$ cat src/hdl/crgs_pkg.sv
package crgs_pkg;

  // Field widths
  localparam int COORD_W   = 11;
  localparam int COLOR_W   = 8;
  localparam int GRAY_W    = 8;
  localparam int SQ_W      = 2 * COORD_W;
  localparam int DIST_W    = SQ_W + 1;
  localparam int RSQ_W     = 23;
  localparam int SUM_W     = 30;
  localparam int COUNT_W   = 23;
  localparam int CFG_IDX_W = 2;
  localparam int CFG_DATA_W = RSQ_W;

  // Raster extent; coordinates at or above it are off the raster
  localparam int MAX_DIMENSION = 2048;

  // Accumulator limits and reset values
  localparam logic [COUNT_W-1:0] COUNT_LIMIT    = 23'h7F_FFFF;
  localparam logic [SUM_W-1:0]   SUM_LIMIT      = 30'h3FFF_FFFF;
  localparam logic [GRAY_W-1:0]  GRAY_MIN_RESET = 8'hFF;
  localparam logic [GRAY_W-1:0]  GRAY_MAX_RESET = 8'h00;

  // Register indexes of the configuration port
  localparam logic [CFG_IDX_W-1:0] CFG_CENTER_X  = 2'd0;
  localparam logic [CFG_IDX_W-1:0] CFG_CENTER_Y  = 2'd1;
  localparam logic [CFG_IDX_W-1:0] CFG_RADIUS_SQ = 2'd2;

  // Queue between classifier and accumulator
  localparam int FIFO_DEPTH = 4;
  localparam int FIFO_AW    = $clog2(FIFO_DEPTH);

  // Mean divider: quotient bits and shifted divisor width
  localparam int QUOT_W   = GRAY_W;
  localparam int DEN_SH_W = COUNT_W + QUOT_W;
  localparam int STEP_W   = $clog2(QUOT_W + 1);

  typedef enum logic [1:0] {
    DIV_IDLE,
    DIV_RUN,
    DIV_DONE
  } div_state_t;

  // Classified pixel passed from front to back
  typedef struct packed {
    logic              in_roi;
    logic [GRAY_W-1:0] gray;
    logic              last;
  } item_t;

  // Frame totals handed to the divider
  typedef struct packed {
    logic [GRAY_W-1:0]  gray_min;
    logic [GRAY_W-1:0]  gray_max;
    logic [SUM_W-1:0]   sum;
    logic [COUNT_W-1:0] count;
  } stats_t;

  // Result item
  typedef struct packed {
    logic [GRAY_W-1:0]  gray_min;
    logic [GRAY_W-1:0]  gray_max;
    logic [GRAY_W-1:0]  gray_mean;
    logic [COUNT_W-1:0] pixel_count;
    logic               region_empty;
  } result_t;

  // Gray = (11r + 16g + 5b) / 32, truncated
  function automatic logic [GRAY_W-1:0] gray_of(input logic [COLOR_W-1:0] r,
                                                input logic [COLOR_W-1:0] g,
                                                input logic [COLOR_W-1:0] b);
    logic [COLOR_W+4:0] acc;
    acc = (COLOR_W+5)'(r) * (COLOR_W+5)'(11)
        + ((COLOR_W+5)'(g) << 4)
        + (COLOR_W+5)'(b) * (COLOR_W+5)'(5);
    return acc[COLOR_W+4:5];
  endfunction

endpackage

$ cat src/hdl/circular_roi_gray_statistics.sv
// Pixels: one item per cycle while in_full is low; an accepted pixel is registered in
//   stage 1 and stage 2, queued, and folded into the totals once popped from the queue.
// Result: the mean divider goes straight to done for an empty region, else one bit a cycle.
// A frame-end item waits at the queue head until the divider is idle (prior result popped);
//   pixels behind it wait too; the input stalls when the queue is full and stage 2 is valid.
// Reset (rst_n low, synchronous): config and valids 0, queue empty, min 255, max/sum/count 0.
module circular_roi_gray_statistics (
  input  logic                            clk,
  input  logic                            rst_n,
  input  logic                            cfg_valid,
  output logic                            cfg_ready,
  input  logic [crgs_pkg::CFG_IDX_W-1:0]  cfg_index,
  input  logic [crgs_pkg::CFG_DATA_W-1:0] cfg_data,
  input  logic                            in_push,
  output logic                            in_full,
  input  logic [crgs_pkg::COORD_W-1:0]    in_pixel_x,
  input  logic [crgs_pkg::COORD_W-1:0]    in_pixel_y,
  input  logic [crgs_pkg::COLOR_W-1:0]    in_red,
  input  logic [crgs_pkg::COLOR_W-1:0]    in_green,
  input  logic [crgs_pkg::COLOR_W-1:0]    in_blue,
  input  logic                            in_frame_end,
  output logic                            out_empty,
  input  logic                            out_pop,
  output logic [crgs_pkg::GRAY_W-1:0]     out_gray_min,
  output logic [crgs_pkg::GRAY_W-1:0]     out_gray_max,
  output logic [crgs_pkg::GRAY_W-1:0]     out_gray_mean,
  output logic [crgs_pkg::COUNT_W-1:0]    out_pixel_count,
  output logic                            out_region_empty
);

  crgs_pkg::item_t   front_item, back_item;
  crgs_pkg::stats_t  stats;
  crgs_pkg::result_t result;
  logic              item_push, fifo_full, fifo_empty, item_pop;
  logic              div_ready, div_start, div_empty;

  // Classify pixels
  crgs_front u_front (
    .clk          (clk),
    .rst_n        (rst_n),
    .cfg_valid    (cfg_valid),
    .cfg_ready    (cfg_ready),
    .cfg_index    (cfg_index),
    .cfg_data     (cfg_data),
    .in_push      (in_push),
    .in_full      (in_full),
    .in_pixel_x   (in_pixel_x),
    .in_pixel_y   (in_pixel_y),
    .in_red       (in_red),
    .in_green     (in_green),
    .in_blue      (in_blue),
    .in_frame_end (in_frame_end),
    .fifo_full_i  (fifo_full),
    .item_push_o  (item_push),
    .item_o       (front_item)
  );

  // Decouple classifier and accumulator
  crgs_fifo u_fifo (
    .clk     (clk),
    .rst_n   (rst_n),
    .push_i  (item_push),
    .data_i  (front_item),
    .full_o  (fifo_full),
    .pop_i   (item_pop),
    .data_o  (back_item),
    .empty_o (fifo_empty)
  );

  // Accumulate frame totals
  crgs_back u_back (
    .clk         (clk),
    .rst_n       (rst_n),
    .item_i      (back_item),
    .empty_i     (fifo_empty),
    .pop_o       (item_pop),
    .div_ready_i (div_ready),
    .start_o     (div_start),
    .stats_o     (stats)
  );

  // Compute mean and hold the result
  crgs_div u_div (
    .clk      (clk),
    .rst_n    (rst_n),
    .start_i  (div_start),
    .stats_i  (stats),
    .ready_o  (div_ready),
    .result_o (result),
    .empty_o  (div_empty),
    .pop_i    (out_pop)
  );

  assign out_empty        = div_empty;
  assign out_gray_min     = result.gray_min;
  assign out_gray_max     = result.gray_max;
  assign out_gray_mean    = result.gray_mean;
  assign out_pixel_count  = result.pixel_count;
  assign out_region_empty = result.region_empty;

endmodule

$ cat src/hdl/crgs_front.sv
module crgs_front (
  input  logic                                clk,
  input  logic                                rst_n,
  input  logic                                cfg_valid,
  output logic                                cfg_ready,
  input  logic [crgs_pkg::CFG_IDX_W-1:0]      cfg_index,
  input  logic [crgs_pkg::CFG_DATA_W-1:0]     cfg_data,
  input  logic                                in_push,
  output logic                                in_full,
  input  logic [crgs_pkg::COORD_W-1:0]        in_pixel_x,
  input  logic [crgs_pkg::COORD_W-1:0]        in_pixel_y,
  input  logic [crgs_pkg::COLOR_W-1:0]        in_red,
  input  logic [crgs_pkg::COLOR_W-1:0]        in_green,
  input  logic [crgs_pkg::COLOR_W-1:0]        in_blue,
  input  logic                                in_frame_end,
  input  logic                                fifo_full_i,
  output logic                                item_push_o,
  output crgs_pkg::item_t                     item_o
);

  logic [crgs_pkg::COORD_W-1:0] cx_r, cy_r;
  logic [crgs_pkg::RSQ_W-1:0]   rsq_r;

  logic                          v1_r, v2_r;
  logic [crgs_pkg::COORD_W-1:0]  dx_r, dy_r;
  logic [crgs_pkg::GRAY_W-1:0]   gray1_r, gray2_r;
  logic                          last1_r, last2_r, on1_r, on2_r;
  logic [crgs_pkg::SQ_W-1:0]     sqx_r, sqy_r;

  logic                          adv, accept;
  logic [crgs_pkg::COORD_W-1:0]  dx_nxt, dy_nxt;
  logic                          on_nxt;
  logic [crgs_pkg::DIST_W-1:0]   dist_sq;

  // Configuration registers, always ready
  assign cfg_ready = 1'b1;

  always_ff @(posedge clk) begin
    if (!rst_n) begin
      cx_r  <= '0;
      cy_r  <= '0;
      rsq_r <= '0;
    end else if (cfg_valid) begin
      case (cfg_index)
        crgs_pkg::CFG_CENTER_X:  cx_r  <= cfg_data[crgs_pkg::COORD_W-1:0];
        crgs_pkg::CFG_CENTER_Y:  cy_r  <= cfg_data[crgs_pkg::COORD_W-1:0];
        crgs_pkg::CFG_RADIUS_SQ: rsq_r <= cfg_data[crgs_pkg::RSQ_W-1:0];
        default: ;
      endcase
    end
  end

  // Advance the pipeline unless the last stage is blocked by the queue
  assign adv     = !(v2_r && fifo_full_i);
  assign in_full = !adv;
  assign accept  = in_push && adv;

  // Distance terms and raster check for the incoming pixel
  always_comb begin
    dx_nxt = (in_pixel_x >= cx_r) ? in_pixel_x - cx_r : cx_r - in_pixel_x;
    dy_nxt = (in_pixel_y >= cy_r) ? in_pixel_y - cy_r : cy_r - in_pixel_y;
    on_nxt = (32'(in_pixel_x) < crgs_pkg::MAX_DIMENSION) &&
             (32'(in_pixel_y) < crgs_pkg::MAX_DIMENSION);
  end

  // Stage valids
  always_ff @(posedge clk) begin
    if (!rst_n) begin
      v1_r <= 1'b0;
      v2_r <= 1'b0;
    end else if (adv) begin
      v1_r <= accept;
      v2_r <= v1_r;
    end
  end

  // Stage 1: gray and absolute offsets; stage 2: squares
  always_ff @(posedge clk) begin
    if (accept) begin
      dx_r    <= dx_nxt;
      dy_r    <= dy_nxt;
      gray1_r <= crgs_pkg::gray_of(in_red, in_green, in_blue);
      last1_r <= in_frame_end;
      on1_r   <= on_nxt;
    end
    if (adv) begin
      sqx_r   <= crgs_pkg::SQ_W'(dx_r) * crgs_pkg::SQ_W'(dx_r);
      sqy_r   <= crgs_pkg::SQ_W'(dy_r) * crgs_pkg::SQ_W'(dy_r);
      gray2_r <= gray1_r;
      last2_r <= last1_r;
      on2_r   <= on1_r;
    end
  end

  // Classify against the circle and hand the item to the queue
  assign dist_sq     = crgs_pkg::DIST_W'(sqx_r) + crgs_pkg::DIST_W'(sqy_r);
  assign item_push_o = v2_r && adv;
  assign item_o.in_roi = on2_r && (dist_sq <= crgs_pkg::DIST_W'(rsq_r));
  assign item_o.gray   = gray2_r;
  assign item_o.last   = last2_r;

endmodule

$ cat src/hdl/crgs_fifo.sv
module crgs_fifo (
  input  logic            clk,
  input  logic            rst_n,
  input  logic            push_i,
  input  crgs_pkg::item_t data_i,
  output logic            full_o,
  input  logic            pop_i,
  output crgs_pkg::item_t data_o,
  output logic            empty_o
);

  crgs_pkg::item_t                 mem_r [crgs_pkg::FIFO_DEPTH];
  logic [crgs_pkg::FIFO_AW-1:0]    wr_ptr_r, rd_ptr_r;
  logic [crgs_pkg::FIFO_AW:0]      count_r;

  assign full_o  = count_r == (crgs_pkg::FIFO_AW+1)'(crgs_pkg::FIFO_DEPTH);
  assign empty_o = count_r == '0;
  assign data_o  = mem_r[rd_ptr_r];

  // Store pushed item
  always_ff @(posedge clk) begin
    if (push_i) begin
      mem_r[wr_ptr_r] <= data_i;
    end
  end

  // Advance pointers and fill count
  always_ff @(posedge clk) begin
    if (!rst_n) begin
      wr_ptr_r <= '0;
      rd_ptr_r <= '0;
      count_r  <= '0;
    end else begin
      if (push_i) wr_ptr_r <= wr_ptr_r + 1'b1;
      if (pop_i)  rd_ptr_r <= rd_ptr_r + 1'b1;
      case ({push_i, pop_i})
        2'b10:   count_r <= count_r + 1'b1;
        2'b01:   count_r <= count_r - 1'b1;
        default: ;
      endcase
    end
  end

  ap_no_overflow: assert property (@(posedge clk) disable iff (!rst_n)
    push_i |-> !full_o) else $error("push into full queue");

  ap_no_underflow: assert property (@(posedge clk) disable iff (!rst_n)
    pop_i |-> !empty_o) else $error("pop from empty queue");

endmodule

$ cat src/hdl/crgs_back.sv
module crgs_back (
  input  logic             clk,
  input  logic             rst_n,
  input  crgs_pkg::item_t  item_i,
  input  logic             empty_i,
  output logic             pop_o,
  input  logic             div_ready_i,
  output logic             start_o,
  output crgs_pkg::stats_t stats_o
);

  logic [crgs_pkg::GRAY_W-1:0]  min_r, max_r;
  logic [crgs_pkg::SUM_W-1:0]   sum_r;
  logic [crgs_pkg::COUNT_W-1:0] count_r;

  logic                         take;
  logic [crgs_pkg::SUM_W:0]     sum_wide;

  // Hold a frame-end item until the divider is free
  assign pop_o   = !empty_i && (!item_i.last || div_ready_i);
  assign start_o = pop_o && item_i.last;
  assign take    = pop_o && item_i.in_roi && (count_r < crgs_pkg::COUNT_LIMIT);

  // Fold the popped pixel into the running totals
  always_comb begin
    stats_o  = '{gray_min: min_r, gray_max: max_r, sum: sum_r, count: count_r};
    sum_wide = (crgs_pkg::SUM_W+1)'(sum_r) + (crgs_pkg::SUM_W+1)'(item_i.gray);
    if (take) begin
      if (item_i.gray < min_r) stats_o.gray_min = item_i.gray;
      if (item_i.gray > max_r) stats_o.gray_max = item_i.gray;
      stats_o.sum   = (sum_wide > (crgs_pkg::SUM_W+1)'(crgs_pkg::SUM_LIMIT)) ?
                      crgs_pkg::SUM_LIMIT : sum_wide[crgs_pkg::SUM_W-1:0];
      stats_o.count = count_r + 1'b1;
    end
  end

  // Update accumulators; clear them once the frame is handed off
  always_ff @(posedge clk) begin
    if (!rst_n || start_o) begin
      min_r   <= crgs_pkg::GRAY_MIN_RESET;
      max_r   <= crgs_pkg::GRAY_MAX_RESET;
      sum_r   <= '0;
      count_r <= '0;
    end else begin
      min_r   <= stats_o.gray_min;
      max_r   <= stats_o.gray_max;
      sum_r   <= stats_o.sum;
      count_r <= stats_o.count;
    end
  end

  ap_clear_after_frame: assert property (@(posedge clk) disable iff (!rst_n)
    start_o |=> (count_r == '0) && (sum_r == '0) &&
                (min_r == crgs_pkg::GRAY_MIN_RESET))
    else $error("accumulators not cleared after frame end");

endmodule

$ cat src/hdl/crgs_div.sv
module crgs_div (
  input  logic              clk,
  input  logic              rst_n,
  input  logic              start_i,
  input  crgs_pkg::stats_t  stats_i,
  output logic              ready_o,
  output crgs_pkg::result_t result_o,
  output logic              empty_o,
  input  logic              pop_i
);

  crgs_pkg::div_state_t state_r, state_nxt;

  logic [crgs_pkg::SUM_W-1:0]    rem_r, rem_nxt;
  logic [crgs_pkg::DEN_SH_W-1:0] den_sh_r, den_sh_nxt;
  logic [crgs_pkg::QUOT_W-1:0]   quot_r, quot_nxt;
  logic [crgs_pkg::STEP_W-1:0]   step_r, step_nxt;
  logic [crgs_pkg::GRAY_W-1:0]   min_r, min_nxt, max_r, max_nxt;
  logic [crgs_pkg::COUNT_W-1:0]  count_r, count_nxt;
  logic                          empty_r, empty_nxt;

  logic ge, clamp_step, stats_zero;

  assign ge         = crgs_pkg::DEN_SH_W'(rem_r) >= den_sh_r;
  assign clamp_step = step_r == crgs_pkg::STEP_W'(crgs_pkg::QUOT_W);
  assign stats_zero = stats_i.count == '0;

  // Next state
  always_comb begin
    state_nxt = state_r;
    case (state_r)
      crgs_pkg::DIV_IDLE: begin
        if (start_i) state_nxt = stats_zero ? crgs_pkg::DIV_DONE : crgs_pkg::DIV_RUN;
      end
      crgs_pkg::DIV_RUN: begin
        if ((clamp_step && ge) || step_r == '0) state_nxt = crgs_pkg::DIV_DONE;
      end
      crgs_pkg::DIV_DONE: begin
        if (pop_i) state_nxt = crgs_pkg::DIV_IDLE;
      end
      default: state_nxt = crgs_pkg::DIV_IDLE;
    endcase
  end

  // Outputs
  always_comb begin
    ready_o = 1'b0;
    empty_o = 1'b1;
    case (state_r)
      crgs_pkg::DIV_IDLE: ready_o = 1'b1;
      crgs_pkg::DIV_RUN:  ;
      crgs_pkg::DIV_DONE: empty_o = 1'b0;
      default: ;
    endcase
  end

  // Datapath: load totals, then one restoring step per cycle, MSB first;
  // the first step clamps the mean when sum >= 256 * count
  always_comb begin
    rem_nxt    = rem_r;
    den_sh_nxt = den_sh_r;
    quot_nxt   = quot_r;
    step_nxt   = step_r;
    min_nxt    = min_r;
    max_nxt    = max_r;
    count_nxt  = count_r;
    empty_nxt  = empty_r;
    if (state_r == crgs_pkg::DIV_IDLE && start_i) begin
      rem_nxt    = stats_i.sum;
      den_sh_nxt = {stats_i.count, crgs_pkg::QUOT_W'(0)};
      quot_nxt   = '0;
      step_nxt   = crgs_pkg::STEP_W'(crgs_pkg::QUOT_W);
      min_nxt    = stats_zero ? '0 : stats_i.gray_min;
      max_nxt    = stats_zero ? '0 : stats_i.gray_max;
      count_nxt  = stats_i.count;
      empty_nxt  = stats_zero;
    end else if (state_r == crgs_pkg::DIV_RUN) begin
      if (clamp_step) begin
        if (ge) quot_nxt = '1;
      end else begin
        quot_nxt = {quot_r[crgs_pkg::QUOT_W-2:0], ge};
        if (ge) rem_nxt = rem_r - den_sh_r[crgs_pkg::SUM_W-1:0];
      end
      den_sh_nxt = den_sh_r >> 1;
      if (step_r != '0) step_nxt = step_r - 1'b1;
    end
  end

  always_ff @(posedge clk) begin
    if (!rst_n) begin
      state_r <= crgs_pkg::DIV_IDLE;
    end else begin
      state_r <= state_nxt;
    end
  end

  always_ff @(posedge clk) begin
    rem_r    <= rem_nxt;
    den_sh_r <= den_sh_nxt;
    quot_r   <= quot_nxt;
    step_r   <= step_nxt;
    min_r    <= min_nxt;
    max_r    <= max_nxt;
    count_r  <= count_nxt;
    empty_r  <= empty_nxt;
  end

  assign result_o = '{gray_min: min_r, gray_max: max_r, gray_mean: quot_r,
                      pixel_count: count_r, region_empty: empty_r};

  ap_start_when_idle: assert property (@(posedge clk) disable iff (!rst_n)
    start_i |-> state_r == crgs_pkg::DIV_IDLE) else $error("start while busy");

  ap_empty_flag: assert property (@(posedge clk) disable iff (!rst_n)
    state_r == crgs_pkg::DIV_DONE |-> (empty_r == (count_r == '0)))
    else $error("empty flag disagrees with count");

  ap_pop_release: assert property (@(posedge clk) disable iff (!rst_n)
    (state_r == crgs_pkg::DIV_DONE && pop_i) |=> state_r == crgs_pkg::DIV_IDLE)
    else $error("result not released after pop");

endmodule
$ cat config.mk
export PLATFORM = sky130hd
export DESIGN_NAME = circular_roi_gray_statistics
export DESIGN_NICKNAME = d
export VERILOG_FILES = /design/src/hdl/crgs_pkg.sv /design/src/hdl/circular_roi_gray_statistics.sv /design/src/hdl/crgs_front.sv /design/src/hdl/crgs_fifo.sv /design/src/hdl/crgs_back.sv /design/src/hdl/crgs_div.sv
export SDC_FILE = /design/constraint.sdc
export NUM_CORES = 1
export LEC_CHECK = 0
export ABC_CLOCK_PERIOD_IN_PS = 6500
export BUFFER_PORTS_ARGS = -buffer_cell sky130_fd_sc_hd__clkbuf_2
export CAP_MARGIN = 0
export CORE_ASPECT_RATIO = 1.5
export CORE_MARGIN = 5
export CORE_UTILIZATION = 45
export CTS_BUF_LIST = sky130_fd_sc_hd__clkbuf_4
export CTS_CLUSTER_SIZE = 40
export DETAILED_ROUTE_END_ITERATION = 12
export SYNTH_ARGS = -nofsm -noshare
export SYNTH_HDL_FRONTEND = slang
export SYNTH_SLANG_ARGS = --single-unit
export TNS_END_PERCENT = 100
$ cat constraint.sdc
create_clock -name clk -period 6.5 [get_ports clk]
set_input_delay 1.625 -clock clk [delete_from_list [all_inputs] [get_ports clk]]
set_output_delay 1.625 -clock clk [all_outputs]
set_load 0.02 [all_outputs]
* After elaboration in Yosys (flattened, before gate mapping)
Memories as Yosys holds them, arrays and structs flattened. A register that Yosys moved wholly into a read port is not among the register bits.
Cells that the tools add are included.
** Storage, ports and cells
- Register bits after elaboration :: 322
- Memory bits (writable) :: 40
- Input port bits :: 77
- Output and inout port bits :: 51
- Logic and storage cells :: 129
- Memories kept :: 1
** Operators by class
- $add $sub $neg :: 15
- Multipliers :: 4
- Order comparisons :: 8
- Eq/ne operators :: 13
- Multiplexer cells :: 26
- Reduce and logical (&&, ||, !) cells :: 32
** Memory list
- u_fifo.mem_r :: words 4, width 10, read ports 1, clocked after memory_dff 1, write ports 1, RTL line crgs_fifo.sv:12 : crgs_pkg::item_t mem_r [crgs_pkg::FIFO_DEPTH];
** Operator list (number)
- $mux 30 :: 5
- $mux 69 :: 1
- $mux 31 :: 2
- $mul 11x11->22 :: 2
- $sub 11x11->11 :: 4
- $mux 8 :: 4
- $add 30x8->31 :: 1
- $ge 30x31->1 :: 1
- $gt 31x30->1 const B :: 1
- $sub 30x30->30 :: 1
- $add 22x22->23 :: 1
- $add 23x1->23 const B :: 1
- $le 23x23->1 :: 1
- $logic_not 23->1 :: 1
- $lt 23x23->1 const B :: 1
- $ge 11x11->1 :: 2
- $mux 11 :: 2
- $add 12x12->13 :: 1
- $add 13x11->13 :: 1
- $mul 8x4->12 const B :: 1
- $mux 2 :: 6
- $mul 8x3->11 const B :: 1
- $reduce_and 2->1 :: 5
- $logic_and 1x1->1 :: 9
- 23 further kinds :: 43

* Longest topological paths before layout
- Word-level depth :: 11
- Mapped depth :: 22

* Cells and area by module
Synthesis repeated with hierarchy kept, for this count alone.
** Second synthesis, totals
- Cell total of the unflattened synthesis :: 2884
- Area total of the unflattened synthesis :: 28094.4 µm²
** By module, submodules not included
- crgs_front :: times used 1, cells an instance 1631, area each 15331.0 µm², sequential area each 3403.3 µm²
- crgs_div :: times used 1, cells an instance 622, area each 6392.4 µm², sequential area each 3233.1 µm²
- crgs_back :: times used 1, cells an instance 533, area each 4478.0 µm², sequential area each 1381.3 µm²
- crgs_fifo :: times used 1, cells an instance 98, area each 1893.1 µm², sequential area each 1381.3 µm²

* Least setup slack after synthesis
No wires, ideal clock.
- Path kind :: reg2reg
- Start :: register u_front.dy_r[2] in the netlist's numbering
- End :: register u_front.sqy_r[21] in the netlist's numbering (data pin)
- Setup time :: 262 ps
- Data arrival time :: 5344 ps
- Data required time :: 6238 ps
- Path slack :: 894 ps
- Stages on the path, launching flop included :: 19
- Buffers on the path :: 1
- Clock period less this slack :: 5606 ps
- Cells stage by stage :: edfxtp_1 > clkbuf_1 > nand2_1 > fa_1 > inv_1 > fa_1 > fa_1 > fa_1 > inv_1 > fa_1 > inv_1 > ha_1 > nand3_1 > a2111oi_0 > nor2_1 > a211o_1 > o311ai_0 > a21oi_1 > xor2_1
** Between the ends
- Cells in the longest elaborated chain, start to end :: 1
** RTL lines
- start, declared :: RTL line crgs_front.sv:25 : logic [crgs_pkg::COORD_W-1:0] dx_r, dy_r;
- start signal, assigned :: RTL line crgs_front.sv:81 : dy_r <= dy_nxt;
- $mul 11x11->22 :: RTL line crgs_front.sv:88 : sqy_r <= crgs_pkg::SQ_W'(dy_r) * crgs_pkg::SQ_W'(dy_r);
- end signal, assigned :: RTL line crgs_front.sv:88
- end, declared :: RTL line crgs_front.sv:28 : logic [crgs_pkg::SQ_W-1:0] sqx_r, sqy_r;
Every way passes these cells.
A chain may end at the register's enable or synchronous reset.

* Worst setup path after layout
- Start :: register u_front.dy_r[0] in the netlist's numbering
- End :: register u_front.sqy_r[21] in the netlist's numbering (data pin)
Same word-level chain as after synthesis.

==> results by group <==
Global route
  – Gr usage total: 0.195
  – Vias in the first global route: 21,300
  – Largest net degree at the start of global routing: 62
  – GRT overflow: 0
  – First-pass GRT wire length: 104,000 um
  – Antenna violations before repair: 3

Route
  – DR iter-0 viols: 796
  – Vias/cell: 5.26
  – Via Count: 20,100
  – Drt total wl: 63,200 um
  – DR WL/cell: 16.5 um
  – First-pass DRT Iterations: 5
  – # DRC: 0
  – Antenna Nets Post-Route: 0

Placement
  – GPL Wtd Cong: 0.858
  – Placed instance count: 3,650
  – Total placed instance area: 28,500 um2
  – Hpwl dp: 49,700 um
  – PortBufs: 126

Clock network
  – Worst-Skew Late Latency: 0.86 ns
  – Resized Gates After CTS: 0
  – Post-CTS setup buffers: 0
  – CTS H-Tree Depth: 3
  – Hold Buf Count CTS: 0
  – Clock net sink count: 362
  – Worst-case clock buffer depth: 3
  – Clock slew at reported path FFs: 0.08 ns
  – CTS Buf Count: 91
  – CTS tree: done
  – Clk root buf: clkbuf_4

STA
  – Setup Viol. Count Final: 0
  – Final slew viol count: 0
  – RSZ-0062 raised after global routing: no
  – Max Clk Rate: 169 MHz
  – Final min period: 5.92 ns
  – Slew @ Worst Pin: 1.23 ns
  – Hold Vio Cnt, Final: 0
  – Worst slew margin relative to its limit: 0.175
  – Final Cycle Share: 0.910
  – Skew final: 0.0538 ns
  – Setup_tns: 0 ns

Critical path
  – CP Class: reg -> reg
  – FF-to-FF Start: u_front.dy_r[0]
  – CP Launch Type: flip-flop
  – R2r endpoint: u_front.sqy_r[21]
  – Worst-path cell chain: and2_1 > inv_1 > fa_1 > fa_1 > inv_1 > fa_1 > fa_1 > inv_1 > fa_1 > inv_1 > ha_1 > nand3_1 > a2111oi_0 > nor2_1 > a211o_1 > o311ai_0 > a21oi_1 > xor2_1
  – Critical Path RT: 7.07 ns
  – Crit-path most repeated cell: fa_1
  – Worst reg-to-reg setup slack: 0.58 ns
  – CP max stage delay: 0.56 ns
  – Worst-path maximum fanout: 13
  – Type of destination of the critical path: flip-flop
  – R2R cell count: 18
  – Crit path DAT: 6.48 ns
  – Highest-delay cell along the critical path: edfxtp_1

Synth
  – Share of the synthesized area in the top cell type: 0.239
  – Ys async rst share: 0
  – Synth area leader: edfxtp_1
  – Syn Inst Count: 2,808
  – Yosys cell types: 77
  – Top FF cell, synth: edfxtp_1
  – Mapped cell area: 27,100 um2
  – Synthesis-stage register bit count: 362
  – Warnings from Yosys: 0
  – Syn_nets: 3,327
  – Sequential-to-total area share from yosys stat: 0.347
  – Syn avg cell area: 9.64 um2
  – Post-synth top cells: inv_1, ha_1, nor2_1, edfxtp_1, nand2_1
  – Most frequent cell after synthesis: inv_1
  – EDFF count, synth: 215
  – Synth area leaders: edfxtp_1, ha_1, fa_1, dfxtp_1, inv_1

Floorplanning
  – Site row count: 110
  – Initial Utilization: 0.452
  – CORE AREA: 59,900 um2
  – DIE HEIGHT: 310 um
  – IO Count: 128
  – Die ar.: 65,200 um2
  – Die Span X: 210 um

Final layout
  – Nets: 3,478
  – Fillers: 5,642
  – Layout area overhead: 9.89%
  – Final instance area: 29,700 um2
  – Register area: 9400 um2
  – Layout cell share with drive strength beyond 1: 0.112
  – Area of the multi-input gates: 15,700 um2
  – Fin cells: 3,823

Run status
  – Status: finished, final reports clean

Hold path
  – HP Class: reg -> reg
  – End of the worst hold path: u_front.gray2_r[7]
  – Hold Path Stages: 0
  – HP Start: u_front.gray1_r[7]

Flow run
  – Max-cap viol count: 0
layout make-up:
class / instances / share of cell area
Multi-Input combinational cell: 1934 / 0.529
Sequential cell: 362 / 0.316
Inverter: 422 / 0.0533
Clock buffer: 133 / 0.0336
Tap cell: 784 / 0.0330
Timing Repair Buffer: 148 / 0.0268
Clock inverter: 35 / 0.00749
Antenna cell: 5 / 0.000421
per-layer routing:
metal  global-route usage  vias up  wire [um]  share of wire
li1                     -     9845          -              -
met1                0.202     9723      23600           0.37
met2                0.388      411      34900           0.55
met3               0.0314      149       2400          0.038
met4               0.0793        0       2330          0.037
met5                    0        -          0              0
cell usage in the layout, fill, tap and decap left out, types with 54 or more instances in the layout:
master and instances:
nor2_1 240, xor2_1 58, clkbuf_4 133, edfxtp_1 215
dfxtp_1 147, fa_1 160, a21o_1 56, nand2_1 210
mux2i_1 54, o21ai_0 79, ha_1 282, clkbuf_2 126
a21oi_1 172, and2_1 69, xnor2_1 93, inv_1 420
registers in the layout, indices dropped and copies added, names as in the netlist, 3 cells and up, named ones only:
register         flops
u_div.max_r          8
u_front.gray1_r      8
u_div.step_r         4
u_back.count_r      23
u_div.min_r          8
u_front.sqx_r       21
u_front.rsq_r       23
u_front.sqy_r       21
u_front.cy_r        11
u_div.den_sh_r      31
u_front.cx_r        11
u_div.count_r       23
u_back.sum_r        30
u_div.quot_r         8
u_front.gray2_r      8
u_fifo.count_r       3
u_div.rem_r         30
u_front.dx_r        11
u_fifo.mem_r        40
u_back.max_r         8
u_back.min_r         8
u_front.dy_r        11
critical path, delay by kind of cell (launching register included):
kind / cells / cell delay (ns)
AO/OA/AOI/OAI: 4 / 1.26
flip-flops: 1 / 0.56
buffers and inverters: 4 / 0.21
XOR/XNOR: 1 / 0.15
adder cells (fa/ha/maj): 6 / 2.98
AND/OR/NAND/NOR: 3 / 0.45
kinds of logic (layout without fill, tap and decap cells):
family                     Yosys count  count (layout)  share of synthesized area
AOI/OAI and AO/OA                  489             489                      0.116
DFF                                362             362                      0.347
adders and majority gates          442             442                      0.249
and+or+nand+nor                    783             783                      0.138
xor gates and xnor gates           151             151                     0.0489
buffers and inverters              512             738                     0.0716
other                                1               6                   0.000139
muxes                               68              68                     0.0295
how the worst max path moves through the flow:
| stage | startpoint | endpoint | depth (start not counted) |
|---|---|---|---|
| finish | u_front.dy_r[0] | u_front.sqy_r[21] | 18 |
| global route | u_front.dx_r[0] | u_front.sqx_r[20] | 18 |
| CTS | u_front.dy_r[0] | u_front.sqy_r[21] | 18 |
| detailed placement | in_blue[1] | u_front.gray1_r[7] | 17 |
| global placement | u_front.dy_r[0] | u_front.sqy_r[21] | 18 |
| floorplan | u_front.dy_r[2] | u_front.sqy_r[21] | 18 |
through the flow:
| step | hold slack (ns) | worst slack, ns | utilization |
|---|---|---|---|
| after floorplan | 0.400 | 0.894 | - |
| after global placement | 0.402 | 0.581 | 0.476 |
| after detailed placement | 0.409 | 0.561 | 0.476 |
| after CTS | 0.422 | 0.504 | 0.497 |
| after global routing | 0.418 | 0.196 | 0.497 |
| final | 0.421 | 0.583 | 0.497 |
Power is left out: the tool's default activity adds up to more than one toggle a clock period on the data nets, which glitch-free logic cannot reach.
